## src/sv/dcfp_pkg.sv

```systemverilog
// dcfp_pkg: shared types, constants and helpers of the command frame parser
// no dependencies; imported by every module of the block
package dcfp_pkg;

   // widest store position, sized for the largest supported store depth
   localparam int MAX_POS_W = 6;

   // fixed frame layout: 0 start, 1 type, 2 cmd low, 3 cmd high, 4 length, 5.. payload
   localparam int POS_START   = 0;
   localparam int POS_MSG     = 1;
   localparam int POS_CMD_LO  = 2;
   localparam int POS_CMD_HI  = 3;
   localparam int POS_LEN     = 4;
   localparam int HDR_LEN     = 5;

   // front to back queue depth
   localparam int QUEUE_DEPTH = 4;

   // recognized command codes
   localparam logic [15:0] CMD_CODE_A = 16'h0001;
   localparam logic [15:0] CMD_CODE_B = 16'h0002;
   localparam logic [15:0] CMD_CODE_C = 16'h0003;
   localparam logic [15:0] CMD_CODE_D = 16'h0010;

   // configuration register map
   localparam int   CSR_ADDR_W    = 3;
   localparam logic CSR_IDX_START = 1'b0;
   localparam logic CSR_IDX_STOP  = 1'b1;
   localparam logic [7:0] START_RESET = 8'h02;
   localparam logic [7:0] STOP_RESET  = 8'h03;

   // result word layout
   localparam int RSP_DATA_W = 64;
   localparam int RSP_PAD_W  = 7;

   // one store operation handed from the front to the back
   typedef struct packed {
      logic                 close;
      logic [MAX_POS_W-1:0] pos;
      logic [7:0]           data;
   } dcfp_op_type;

   // back end sequencer
   typedef enum logic [4:0] {
      BK_IDLE = 5'b00001,
      BK_LEN  = 5'b00010,
      BK_CRC  = 5'b00100,
      BK_RD   = 5'b01000,
      BK_OUT  = 5'b10000
   } dcfp_back_state_type;

   function automatic logic cmd_known(input logic [15:0] cmd);
      return (cmd == CMD_CODE_A) || (cmd == CMD_CODE_B) ||
             (cmd == CMD_CODE_C) || (cmd == CMD_CODE_D);
   endfunction

endpackage

```

## src/sv/dcfp_front.sv

```systemverilog
// dcfp_front: accepts received bytes, tracks frame open state and fill position
// and turns each byte into a store write or a frame close; uses dcfp_pkg
module dcfp_front #(
   parameter int BUF_DEPTH = 64
) (
   input  logic                 clock,
   input  logic                 reset,
   input  logic [7:0]           start_delim,
   input  logic [7:0]           stop_delim,
   input  logic                 req_tvalid,
   output logic                 req_tready,
   input  logic [7:0]           req_tdata,   // rx_byte
   input  logic                 q_full,
   output logic                 push_valid,
   output dcfp_pkg::dcfp_op_type push_op
);
   import dcfp_pkg::*;

   localparam int PW = $clog2(BUF_DEPTH);
   localparam logic [PW-1:0] FILL_MAX = PW'(BUF_DEPTH - 1);

   logic          in_frame_ff, in_frame_in;
   logic [PW-1:0] fill_ff, fill_in;
   logic          accept, is_start, is_stop;

   assign req_tready = !q_full;
   assign accept     = req_tvalid && !q_full;
   assign is_start   = (req_tdata == start_delim);
   assign is_stop    = !is_start && (req_tdata == stop_delim);

   // classify the item against the frame state
   always_comb begin
      in_frame_in  = in_frame_ff;
      fill_in      = fill_ff;
      push_valid   = 1'b0;
      push_op.close = 1'b0;
      push_op.pos   = MAX_POS_W'(fill_ff);
      push_op.data  = req_tdata;
      if (accept) begin
         if (is_start && !in_frame_ff) begin
            // open a frame at position zero
            push_valid  = 1'b1;
            push_op.pos = MAX_POS_W'(POS_START);
            in_frame_in = 1'b1;
            fill_in     = PW'(1);
         end else if (is_stop) begin
            if (in_frame_ff) begin
               push_valid    = 1'b1;
               push_op.close = 1'b1;
               in_frame_in   = 1'b0;
               fill_in       = '0;
            end
         end else if (in_frame_ff) begin
            // append, or drop the frame when the store is full
            if (fill_ff < FILL_MAX) begin
               push_valid = 1'b1;
               fill_in    = fill_ff + PW'(1);
            end else begin
               in_frame_in = 1'b0;
               fill_in     = '0;
            end
         end
      end
   end

   always_ff @(posedge clock) begin
      if (reset) begin
         in_frame_ff <= 1'b0;
         fill_ff     <= '0;
      end else begin
         in_frame_ff <= in_frame_in;
         fill_ff     <= fill_in;
      end
   end

endmodule

```

## src/sv/dcfp_queue.sv

```systemverilog
// dcfp_queue: short first-in first-out queue of store operations
// between front and back; uses dcfp_pkg
module dcfp_queue (
   input  logic                  clock,
   input  logic                  reset,
   input  logic                  push_valid,
   input  dcfp_pkg::dcfp_op_type push_op,
   output logic                  full,
   input  logic                  pop,
   output dcfp_pkg::dcfp_op_type pop_op,
   output logic                  empty
);
   import dcfp_pkg::*;

   localparam int AW = $clog2(QUEUE_DEPTH);
   localparam int CW = $clog2(QUEUE_DEPTH + 1);

   dcfp_op_type   entry_ff [QUEUE_DEPTH];
   logic [AW-1:0] wr_ptr_ff, rd_ptr_ff;
   logic [CW-1:0] count_ff;
   logic          do_push, do_pop;

   assign full    = (count_ff == CW'(QUEUE_DEPTH));
   assign empty   = (count_ff == '0);
   assign do_push = push_valid && !full;
   assign do_pop  = pop && !empty;
   assign pop_op  = entry_ff[rd_ptr_ff];

   // pointers and fill level
   always_ff @(posedge clock) begin
      if (reset) begin
         wr_ptr_ff <= '0;
         rd_ptr_ff <= '0;
         count_ff  <= '0;
      end else begin
         if (do_push) wr_ptr_ff <= (wr_ptr_ff == AW'(QUEUE_DEPTH - 1)) ? '0 : wr_ptr_ff + AW'(1);
         if (do_pop)  rd_ptr_ff <= (rd_ptr_ff == AW'(QUEUE_DEPTH - 1)) ? '0 : rd_ptr_ff + AW'(1);
         if (do_push && !do_pop)      count_ff <= count_ff + CW'(1);
         else if (do_pop && !do_push) count_ff <= count_ff - CW'(1);
      end
   end

   // entry storage
   always_ff @(posedge clock) begin
      if (do_push) entry_ff[wr_ptr_ff] <= push_op;
   end

endmodule

```

## src/sv/dcfp_back.sv

```systemverilog
// dcfp_back: executes store writes, decodes a closed frame and walks
// the payload out one result item at a time; uses dcfp_pkg
module dcfp_back #(
   parameter int BUF_DEPTH = 64
) (
   input  logic                    clock,
   input  logic                    reset,
   input  logic                    q_empty,
   input  dcfp_pkg::dcfp_op_type   q_op,
   output logic                    q_pop,
   output logic                    rsp_tvalid,
   input  logic                    rsp_tready,
   output logic [dcfp_pkg::RSP_DATA_W-1:0] rsp_tdata,
   output logic                    rsp_tlast
);
   import dcfp_pkg::*;

   localparam int PW = $clog2(BUF_DEPTH);
   localparam logic [PW-1:0] ROOM   = PW'(BUF_DEPTH - 6);
   localparam logic [7:0]    ROOM_B = 8'(BUF_DEPTH - 6);
   localparam logic [PW-1:0] PAY0   = PW'(HDR_LEN);

   dcfp_back_state_type state_ff, state_in;

   logic [7:0]    mem [BUF_DEPTH];
   logic [7:0]    rd_data_ff;
   logic [PW-1:0] rd_addr;
   logic          rd_ok_ff;

   logic [7:0]    msg_ff, cmd_lo_ff, cmd_hi_ff, decl_ff;
   logic [PW-1:0] close_pos_ff, len_ff, k_ff, last_k_ff;
   logic          clamped_ff;
   logic [7:0]    crc_ff;

   logic          rsp_valid_ff, rsp_last_ff;
   logic [RSP_DATA_W-1:0] rsp_data_ff;

   logic [PW-1:0] op_pos, len_c;
   logic          wr_en, rsp_take;
   logic [15:0]   cmd;
   logic [7:0]    pay_byte;
   logic          pay_valid;

   assign op_pos   = PW'(q_op.pos);
   assign q_pop    = state_ff[0] && !q_empty;
   assign wr_en    = q_pop;
   assign rsp_take = rsp_valid_ff && rsp_tready;
   assign len_c    = (decl_ff > ROOM_B) ? ROOM : PW'(decl_ff);
   assign cmd      = {cmd_hi_ff, cmd_lo_ff};
   assign pay_valid = (len_ff != '0);
   assign pay_byte  = (pay_valid && rd_ok_ff) ? rd_data_ff : 8'h00;

   assign rsp_tvalid = rsp_valid_ff;
   assign rsp_tdata  = rsp_data_ff;
   assign rsp_tlast  = rsp_last_ff;

   // sequencer and store read address
   always_comb begin
      state_in = state_ff;
      rd_addr  = PAY0;
      unique case (state_ff)
         BK_IDLE: begin
            if (!q_empty && q_op.close) state_in = BK_LEN;
         end
         BK_LEN: begin
            rd_addr  = PAY0 + len_c;
            state_in = BK_CRC;
         end
         BK_CRC: begin
            rd_addr  = PAY0;
            state_in = BK_RD;
         end
         BK_RD: begin
            state_in = BK_OUT;
         end
         BK_OUT: begin
            rd_addr = PAY0 + k_ff + PW'(1);
            if (rsp_take) state_in = rsp_last_ff ? BK_IDLE : BK_RD;
         end
         default: state_in = BK_IDLE;
      endcase
   end

   // frame store with registered read; positions past the close read as zero
   always_ff @(posedge clock) begin
      if (wr_en) mem[op_pos] <= q_op.data;
      rd_data_ff <= mem[rd_addr];
      rd_ok_ff   <= (rd_addr <= close_pos_ff);
   end

   // header capture, cleared when a frame opens
   always_ff @(posedge clock) begin
      if (wr_en) begin
         case (int'(op_pos))
            POS_START: begin
               msg_ff    <= 8'h00;
               cmd_lo_ff <= 8'h00;
               cmd_hi_ff <= 8'h00;
               decl_ff   <= 8'h00;
            end
            POS_MSG:    msg_ff    <= q_op.data;
            POS_CMD_LO: cmd_lo_ff <= q_op.data;
            POS_CMD_HI: cmd_hi_ff <= q_op.data;
            POS_LEN:    decl_ff   <= q_op.data;
            default: ;
         endcase
         if (q_op.close) close_pos_ff <= op_pos;
      end
   end

   // frame decode and payload walk
   always_ff @(posedge clock) begin
      if (state_ff == BK_LEN) begin
         len_ff     <= len_c;
         clamped_ff <= (decl_ff > ROOM_B);
         last_k_ff  <= (len_c == '0) ? '0 : len_c - PW'(1);
      end
      if (state_ff == BK_CRC) begin
         crc_ff <= rd_ok_ff ? rd_data_ff : 8'h00;
         k_ff   <= '0;
      end
      if (state_ff == BK_OUT && rsp_take) k_ff <= k_ff + PW'(1);
      if (state_ff == BK_RD) begin
         rsp_data_ff <= {RSP_PAD_W'(0), crc_ff, pay_byte,
                         pay_valid ? 6'(k_ff) : 6'd0, pay_valid, clamped_ff,
                         decl_ff, cmd_known(cmd), cmd, msg_ff};
         rsp_last_ff <= (k_ff == last_k_ff);
      end
   end

   // control state
   always_ff @(posedge clock) begin
      if (reset) begin
         state_ff     <= BK_IDLE;
         rsp_valid_ff <= 1'b0;
      end else begin
         state_ff <= state_in;
         if (state_ff == BK_RD) rsp_valid_ff <= 1'b1;
         else if (rsp_take)     rsp_valid_ff <= 1'b0;
      end
   end

endmodule

```

## src/sv/delimited_command_frame_parser.sv

```systemverilog
// Start/stop delimited command frame parser. Received bytes enter on the req_ stream
// and are sorted by a front end that tracks the open frame and fill position; store
// operations pass through a four-entry queue to a back end that owns the frame store
// (one write port and one registered read port) and emits one rsp_ item per declared
// payload byte, clamped to BUF_DEPTH-6, or a single item for an empty payload, with
// tlast on the final one. The front takes one byte per cycle while the queue has room.
// The back writes stored bytes while idle, decodes each closed frame in a length state
// and a check-byte state, and then steps each result item through a store read state
// and an output state that holds until the item is taken. No clearing pass is needed
// after reset. Delimiters are set over the csr_ port: start at 0x0, stop at 0x4.
module delimited_command_frame_parser #(
   parameter int BUF_DEPTH = 64
) (
   input  logic        clock,
   input  logic        reset,
   // configuration
   input  logic        csr_psel,
   input  logic        csr_penable,
   input  logic        csr_pwrite,
   input  logic [dcfp_pkg::CSR_ADDR_W-1:0] csr_paddr,
   input  logic [31:0] csr_pwdata,
   output logic [31:0] csr_prdata,
   output logic        csr_pready,
   // received bytes
   input  logic        req_tvalid,
   output logic        req_tready,
   input  logic [7:0]  req_tdata,    // [7:0] rx_byte
   // decoded results
   output logic        rsp_tvalid,
   input  logic        rsp_tready,
   // [7:0] msg_type, [23:8] command_code, [24] command_known,
   // [32:25] declared_length, [33] length_clamped, [34] payload_valid,
   // [40:35] payload_index, [48:41] payload_byte, [56:49] crc_byte, [63:57] zero
   output logic [dcfp_pkg::RSP_DATA_W-1:0] rsp_tdata,
   output logic        rsp_tlast
);
   import dcfp_pkg::*;

   logic [7:0]  start_ff, stop_ff;
   logic        csr_wr;
   logic        push_valid, q_full, q_empty, q_pop;
   dcfp_op_type push_op, pop_op;

   // delimiter registers
   assign csr_pready = 1'b1;
   assign csr_wr     = csr_psel && csr_penable && csr_pwrite && csr_pready;
   assign csr_prdata = (csr_paddr[2] == CSR_IDX_STOP) ? {24'h0, stop_ff} : {24'h0, start_ff};

   always_ff @(posedge clock) begin
      if (reset) begin
         start_ff <= START_RESET;
         stop_ff  <= STOP_RESET;
      end else if (csr_wr) begin
         if (csr_paddr[2] == CSR_IDX_START) start_ff <= csr_pwdata[7:0];
         else                               stop_ff  <= csr_pwdata[7:0];
      end
   end

   dcfp_front #(.BUF_DEPTH(BUF_DEPTH)) u_front (
      .clock       (clock),
      .reset       (reset),
      .start_delim (start_ff),
      .stop_delim  (stop_ff),
      .req_tvalid  (req_tvalid),
      .req_tready  (req_tready),
      .req_tdata   (req_tdata),
      .q_full      (q_full),
      .push_valid  (push_valid),
      .push_op     (push_op)
   );

   dcfp_queue u_queue (
      .clock      (clock),
      .reset      (reset),
      .push_valid (push_valid),
      .push_op    (push_op),
      .full       (q_full),
      .pop        (q_pop),
      .pop_op     (pop_op),
      .empty      (q_empty)
   );

   dcfp_back #(.BUF_DEPTH(BUF_DEPTH)) u_back (
      .clock      (clock),
      .reset      (reset),
      .q_empty    (q_empty),
      .q_op       (pop_op),
      .q_pop      (q_pop),
      .rsp_tvalid (rsp_tvalid),
      .rsp_tready (rsp_tready),
      .rsp_tdata  (rsp_tdata),
      .rsp_tlast  (rsp_tlast)
   );

endmodule

```

## config.mk

```make
export PLATFORM = sky130hd
export DESIGN_NAME = delimited_command_frame_parser
export DESIGN_NICKNAME = d
export VERILOG_FILES = /design/src/sv/dcfp_pkg.sv /design/src/sv/dcfp_front.sv /design/src/sv/dcfp_queue.sv /design/src/sv/dcfp_back.sv /design/src/sv/delimited_command_frame_parser.sv
export SDC_FILE = /design/constraint.sdc
export NUM_CORES = 1
export LEC_CHECK = 0
export BUFFER_PORTS_ARGS = -buffer_cell sky130_fd_sc_hd__buf_2
export CELL_PAD_IN_SITES_DETAIL_PLACEMENT = 1
export CELL_PAD_IN_SITES_GLOBAL_PLACEMENT = 1
export CORE_MARGIN = 2
export CORE_UTILIZATION = 45
export CTS_CLUSTER_SIZE = 40
export DETAILED_ROUTE_END_ITERATION = 6
export PLACE_DENSITY_LB_ADDON = 0.25
export SLEW_MARGIN = 0
export SYNTH_ARGS = -nofsm -noshare
export SYNTH_HDL_FRONTEND = slang
export SYNTH_SLANG_ARGS = --single-unit
```

## constraint.sdc

```tcl
create_clock -name clock -period 4.9 [get_ports clock]
set_input_delay 0.49 -clock clock [delete_from_list [all_inputs] [get_ports clock]]
set_output_delay 0.49 -clock clock [all_outputs]
set_load 0.05 [all_outputs]
```

==> flow_metrics.env, run 1 <==
export IMPL_status="complete, no violations"
export IMPL_syn_area_per_cell_sq_um=14.1
export IMPL_cts_tree="yes"
export IMPL_critPathCapture="u_back.rd_data_ff[2]$_DFF_P_"
export IMPL_clkSinkCount=742
export IMPL_clockRootBuffer="clkbuf_16"
export IMPL_hold_path_class="in -> reg"
export IMPL_post_place_ws_ps=604
export IMPL_route_detailed_drc=0
export IMPL_start_util_pct=45.7
export IMPL_vias=18372
export IMPL_dieWidth_um=263
export IMPL_crit_type="reg -> reg"
export IMPL_ios=150
export IMPL_place_area_sq_um=31600
export IMPL_wl_um=81400
export IMPL_gp_congestion=0.833
export IMPL_die_area_sq_um=69200
export IMPL_grt_pass1_vias=19270
export IMPL_min_period_ps=4520
export IMPL_hold_viol=0
export IMPL_peakVddDrop_mv=0.252
export IMPL_final_core_util_pct=51.7
export IMPL_worst_ep_required_time_ps=5430
export IMPL_fin_ws_ps=379
export IMPL_cp_data_arrival_time_ps=5050
export IMPL_worstRegToRegCells=15
export IMPL_wire_per_inst_um=25.6
export IMPL_synth_warnings=0
export IMPL_period_share_pct=92.3
export IMPL_core_area_sq_um=66100
export IMPL_layout_commonest_cell="edfxtp_1"
export IMPL_skew_ps=25.2
export IMPL_final_cell_area_sq_um=34200
export IMPL_final_nets=2320
export IMPL_area_growth_pct=13.2
export IMPL_power_total_mw=16.4
export IMPL_whs_ps=104
export IMPL_grt_overflow=0
export IMPL_yosysSeqAreaShare_pct=72.2
export IMPL_detail_route_antenna_nets=0
export IMPL_seq_area_sq_um=21800
export IMPL_slew_limit_headroom_pct=20.2
export IMPL_clkLatencyLatePin_ps=630
export IMPL_grt_pass1_wl_um=123000
export IMPL_synthCells=2137
export IMPL_powerDensity_nw_per_um2=479
export IMPL_rsz0062_at_grt="false"
export IMPL_post_cts_resized=0
export IMPL_clk_pin_slew_ps=60
export IMPL_clock_fmax_ghz=0.221
export IMPL_startpoint="u_back.decl_ff[0]$_SDFFCE_PP0P_"
export IMPL_initialDrtViolationCount=1755
export IMPL_fin_setup_tns_ps=0
export IMPL_numPortBuffers=91
export IMPL_die_h_um=263
export IMPL_h_tree_depth=3
export IMPL_synth_cell_types=87
export IMPL_multiInputGateArea_sq_um=7620
export IMPL_fp_row_count=94
export IMPL_antenna_found_initial=1
export IMPL_final_cell_mix="695 x edfxtp_1, 326 x nand2_1, 128 x nor2_1, 104 x a21oi_1, 91 x buf_2"
export IMPL_vias_per_cell=5.78
export IMPL_synth_edf_count=695
export IMPL_maxCapViolCount=0
export IMPL_worst_pin_slew_ps=1190
export IMPL_finalMaxSlewViolations=0
export IMPL_netlist_area_sq_um=30200
export IMPL_setup_viol=0
export IMPL_synth_seq_cells=742
export IMPL_ff2ff_setup_slack_ps=380
export IMPL_regToRegEndpoint="u_back.rd_data_ff[2]$_DFF_P_"
export IMPL_layout_cells_non_filler=3181
export IMPL_fillers=6491
export IMPL_leakage_nw=11.4
export IMPL_critPathMaxFanout=23
export IMPL_drive_above_1_share_pct=14.1
export IMPL_synthFlopType="edfxtp_1"
export IMPL_synthArstFlopShare_pct=0
export IMPL_antenna_cells=0
export IMPL_startpoint_type="flip-flop"
export IMPL_r2r_start="u_back.decl_ff[0]$_SDFFCE_PP0P_"
export IMPL_dr_pass1_iters=5
export IMPL_clockBufferDepth=3
export IMPL_end_kind="flip-flop"
export IMPL_cts_setup_buffers=0
export IMPL_grt_start_max_net_pins=160
export IMPL_hold_buffers=0
export IMPL_numCtsBuffers=78
export IMPL_track_usage_pct=23.5
export IMPL_dp_cells=3036
export IMPL_dp_hpwl_um=50800
## critical path, stage by stage, from the launching register on
cell       delay [ps]
edfxtp_1          500
a21o_2            310
a211oi_4          360
or2b_1            290
inv_1              70
ha_1              150
nand2_1            70
o22a_4            400
inv_4             360
nand2_1           110
a21oi_1           220
nor4_1             80
a2111oi_0         630
buf_4             230
nand4_1           300
a211oi_1          300
## state kept, by name, summed over array words and instances, names as in the netlist, 8 cells and up, named ones only
signal and cells:
u_back.cmd_lo_ff 8, u_back.rsp_tdata 57, u_back.decl_ff 8, stop_ff 8, u_queue.entry_ff 60, u_back.mem 512, u_back.msg_ff 8, u_back.crc_ff 8
start_ff 8, u_back.cmd_hi_ff 8, u_back.rd_data_ff 8
## power by group
part	total [mW]	internal (mW)	switching (mW)
combinational	2.70	0.716	1.99
clock	6.03	3.59	2.44
sequential	7.63	7.52	0.109
## logic make-up after synthesis
kind of cell,Yosys count,share of synthesized area [%]
other cells,2,0.0249
flops,742,72.2
compound gates,263,5.89
simple gates,783,12.3
xor+xnor,38,1.10
fa+ha+maj,18,0.771
mux,118,4.75
buf+inv,173,2.93
## worst min-delay path by stage
stage          depth (start not counted)                            from                             end  slack, ps
5_1_grt                                3                   csr_pwdata[1]         stop_ff[1]$_SDFFE_PP1P_        110
3_3_place_gp                           0  u_back.crc_ff[6]$_SDFFCE_PN0P_  u_back.rsp_tdata[55]$_DFFE_PP_        410
3_5_place_dp                           0  u_back.crc_ff[0]$_SDFFCE_PN0P_  u_back.rsp_tdata[49]$_DFFE_PP_        410
2_1_floorplan                          0  u_back.msg_ff[0]$_SDFFCE_PP0P_   u_back.rsp_tdata[0]$_DFFE_PP_        400
6_report                               3                   csr_pwdata[1]         stop_ff[1]$_SDFFE_PP1P_        100
4_1_cts                                3                   csr_pwdata[1]         stop_ff[1]$_SDFFE_PP1P_         80
## cell usage after synthesis (all sizes together), types with 3 or more instances
library cell  instances  share of area [%]
a21o                  6               0.15
nand4                24               0.50
clkbuf               54               0.67
o2111ai               8               0.23
or2                   9               0.19
a31oi                26               0.56
a2bb2oi               3              0.087
a21oi               104                1.7
nand3b                9               0.22
clkinv                3              0.058
nor3                 17               0.28
a221o                 5               0.17
inv                  26               0.32
a311oi               20               0.58
nor2                129                1.6
a221oi               10               0.29
nand3                83                1.4
o211ai                9               0.24
a211oi               13               0.36
xor2                 14               0.41
o22a                  5               0.15
xnor2                24               0.70
and3                 56                1.2
or4                   7               0.17
nor4                 17               0.37
a311o                 4               0.13
nand2b                7               0.15
buf                  90                1.9
ha                   17               0.70
and2                 56                1.2
dfxtp                47                3.1
nand2               327                4.1
edfxtp              695                 69
mux2                 22               0.82
nor2b                12               0.25
or3                  16               0.35
mux4                 18                1.3
mux2i                78                2.6
and4                  3              0.087
o21ai                22               0.40
a22oi                 6               0.15
## per-layer routing
layer	routed length, um	track usage (%)	up-vias
met5	0	0	-
met4	1870	7.07	0
met3	4600	3.45	118
met2	40400	39.7	504
met1	34500	31.7	9589
li1	-	-	8161
## area by class of cell
type	count	area share [%]
inverter	29	0.355
sequential	742	63.8
clock buffer	107	6.37
tap	864	3.16
multi-input combinational	1252	22.3
timing repair buffer	149	2.79
clock inverter	38	1.23
Note: power is estimated with default switching activity, not from simulation.
==> inputs of run 2 (changes only) <==
Settings changed: PLACE_DENSITY_LB_ADDON 0.25 to 0.1.
==> flow_metrics.env, run 2 (synthesis results as in run 1) <==
export IMPL_antenna_cells=0
export IMPL_path_cells="and3_4 -> a211oi_4 -> or2b_1 -> inv_1 -> ha_1 -> nand2_1 -> o22a_4 -> buf_12 -> nor2_1 -> buf_4 -> a221o_1 -> nor3_1 -> or4_1 -> nor4_1"
export IMPL_vias_per_cell=5.67
export IMPL_area_growth_pct=12.5
export IMPL_rsz0062_at_grt="false"
export IMPL_die_area_sq_um=69200
export IMPL_critPathMaxFanout=75
export IMPL_grt_use_met2_pct=37.7
export IMPL_grt_pass1_wl_um=120000
export IMPL_maxCapViolCount=0
export IMPL_drive_above_1_share_pct=13.6
export IMPL_layout_commonest_cell="edfxtp_1"
export IMPL_grt_overflow=0
export IMPL_numCtsBuffers=78
export IMPL_cp_data_arrival_time_ps=4780
export IMPL_path_buf_inv=3
export IMPL_grt_busiest_layer="met2"
export IMPL_ff2ff_setup_slack_ps=630
export IMPL_wire_per_inst_um=25.4
export IMPL_r2r_start="u_back.decl_ff[3]$_SDFFCE_PP0P_"
export IMPL_clockRootBuffer="clkbuf_16"
export IMPL_die_h_um=263
export IMPL_final_cell_mix="695 x edfxtp_1, 326 x nand2_1, 128 x nor2_1, 104 x a21oi_1, 91 x buf_2"
export IMPL_clk_pin_slew_ps=60
export IMPL_setup_viol=0
export IMPL_end_kind="flip-flop"
export IMPL_slew_limit_headroom_pct=17.8
export IMPL_vias=17937
export IMPL_slowest_stage="or4_1"
export IMPL_worst_pin_slew_ps=1230
export IMPL_start_util_pct=45.7
export IMPL_fin_setup_tns_ps=0
export IMPL_ios=150
export IMPL_fp_row_count=94
export IMPL_worstRegToRegCells=14
export IMPL_clockBufferDepth=3
export IMPL_status="complete, no violations"
export IMPL_hold_buffers=0
export IMPL_worst_ep_required_time_ps=5410
export IMPL_post_cts_resized=0
export IMPL_route_detailed_drc=0
export IMPL_antenna_found_initial=3
export IMPL_leakage_nw=11.3
export IMPL_skew_ps=22.0
export IMPL_initialDrtViolationCount=1590
export IMPL_core_area_sq_um=66100
export IMPL_cts_setup_buffers=0
export IMPL_gp_congestion=0.812
export IMPL_min_period_ps=4270
export IMPL_peakVddDrop_mv=0.315
export IMPL_dr_pass1_iters=5
export IMPL_dp_cells=3020
export IMPL_use_met3_pct=3.76
export IMPL_power_total_mw=16.1
export IMPL_clkLatencyLatePin_ps=630
export IMPL_largest_register_ffs=512
export IMPL_grt_start_max_net_pins=160
export IMPL_regToRegEndpoint="u_back.rd_data_ff[1]$_DFF_P_"
export IMPL_final_nets=2304
export IMPL_startpoint="u_back.decl_ff[3]$_SDFFCE_PP0P_"
export IMPL_cts_tree="yes"
export IMPL_track_usage_pct=23.1
export IMPL_critPathCapture="u_back.rd_data_ff[1]$_DFF_P_"
export IMPL_dp_hpwl_um=50700
export IMPL_startpoint_type="flip-flop"
export IMPL_dieWidth_um=263
export IMPL_clock_fmax_ghz=0.234
export IMPL_crit_type="reg -> reg"
export IMPL_wl_um=80200
export IMPL_layout_cells_non_filler=3161
export IMPL_regMostFlops="u_back.mem"
export IMPL_numPortBuffers=91
export IMPL_period_share_pct=87.1
export IMPL_hold_path_class="in -> reg"
export IMPL_powerDensity_nw_per_um2=475
export IMPL_path_delay_family="simple AND/OR/NAND/NOR gates"
export IMPL_h_tree_depth=3
export IMPL_finalMaxSlewViolations=0
export IMPL_grt_pass1_vias=18506
export IMPL_grt_use_met1_pct=31.9
export IMPL_detail_route_antenna_nets=0
export IMPL_crit_path_max_incr_delay_ps=610
export IMPL_clkSinkCount=742
export IMPL_path_depth=14
export IMPL_hold_viol=0
[run 2: cell types whose count changed in the layout (fill, tap and decap cells not counted), sizes merged]
cell,previous run,this run
inv,30,29
bufinv,9,6
buf,149,133
clkinv,28,32
clkinvlp,0,4
clkbuf,107,99
[run 2: final cells by class]
class | instances | area, sq um
Fill cell | 6505 | 32100
Clock buffer | 99 | 2120
Clock inverter | 42 | 372
Sequential cell | 742 | 21800
Timing Repair Buffer | 133 | 846
Tap cell | 864 | 1080
Inverter | 29 | 121
Multi-Input combinational cell | 1252 | 7620
[run 2: worst min-delay path by stage]
| stage | start | endpoint | slack (ps) | cells after the start |
|---|---|---|---|---|
| after global placement | u_back.crc_ff[1]$_SDFFCE_PN0P_ | u_back.rsp_tdata[50]$_DFFE_PP_ | 400 | 0 |
| after floorplan | u_back.msg_ff[0]$_SDFFCE_PP0P_ | u_back.rsp_tdata[0]$_DFFE_PP_ | 400 | 0 |
| after global routing | csr_pwdata[0] | stop_ff[0]$_SDFFE_PP1P_ | 120 | 3 |
| after detailed placement | u_back.crc_ff[7]$_SDFFCE_PN0P_ | u_back.rsp_tdata[56]$_DFFE_PP_ | 410 | 0 |
| after CTS | csr_pwdata[1] | start_ff[1]$_SDFFE_PP1P_ | 80 | 3 |
| final | csr_pwdata[0] | stop_ff[0]$_SDFFE_PP1P_ | 110 | 3 |
[run 2: stage by stage]
step           utilization, %  hold WS [ps]  cell area, sq um  setup slack [ps]
2_1_floorplan               -           400             30300              1480
5_1_grt                  51.4           116             34000               407
3_3_place_gp             47.6           405             31500               785
3_5_place_dp             47.6           406             31500               717
6_report                 51.4           112             34000               631
4_1_cts                  51.4          83.4             34000               650
[run 2: layer usage]
metal,vias to the layer above,wire length (um)
met4,2,2010
met3,111,4690
met5,-,13
met1,9186,34900
met2,505,38600
li1,8133,-
[run 2: report_power, final]
group / switching (mW) / total (mW) / internal (mW)
registers: 0.0911 / 7.61 / 7.52
clock network: 2.45 / 5.82 / 3.37
logic: 1.98 / 2.70 / 0.711
[run 2: tightest hold or removal path, cell delays in order]
cell	delay [ps]
buf_2	90
nand2_1	40
nand3b_1	70
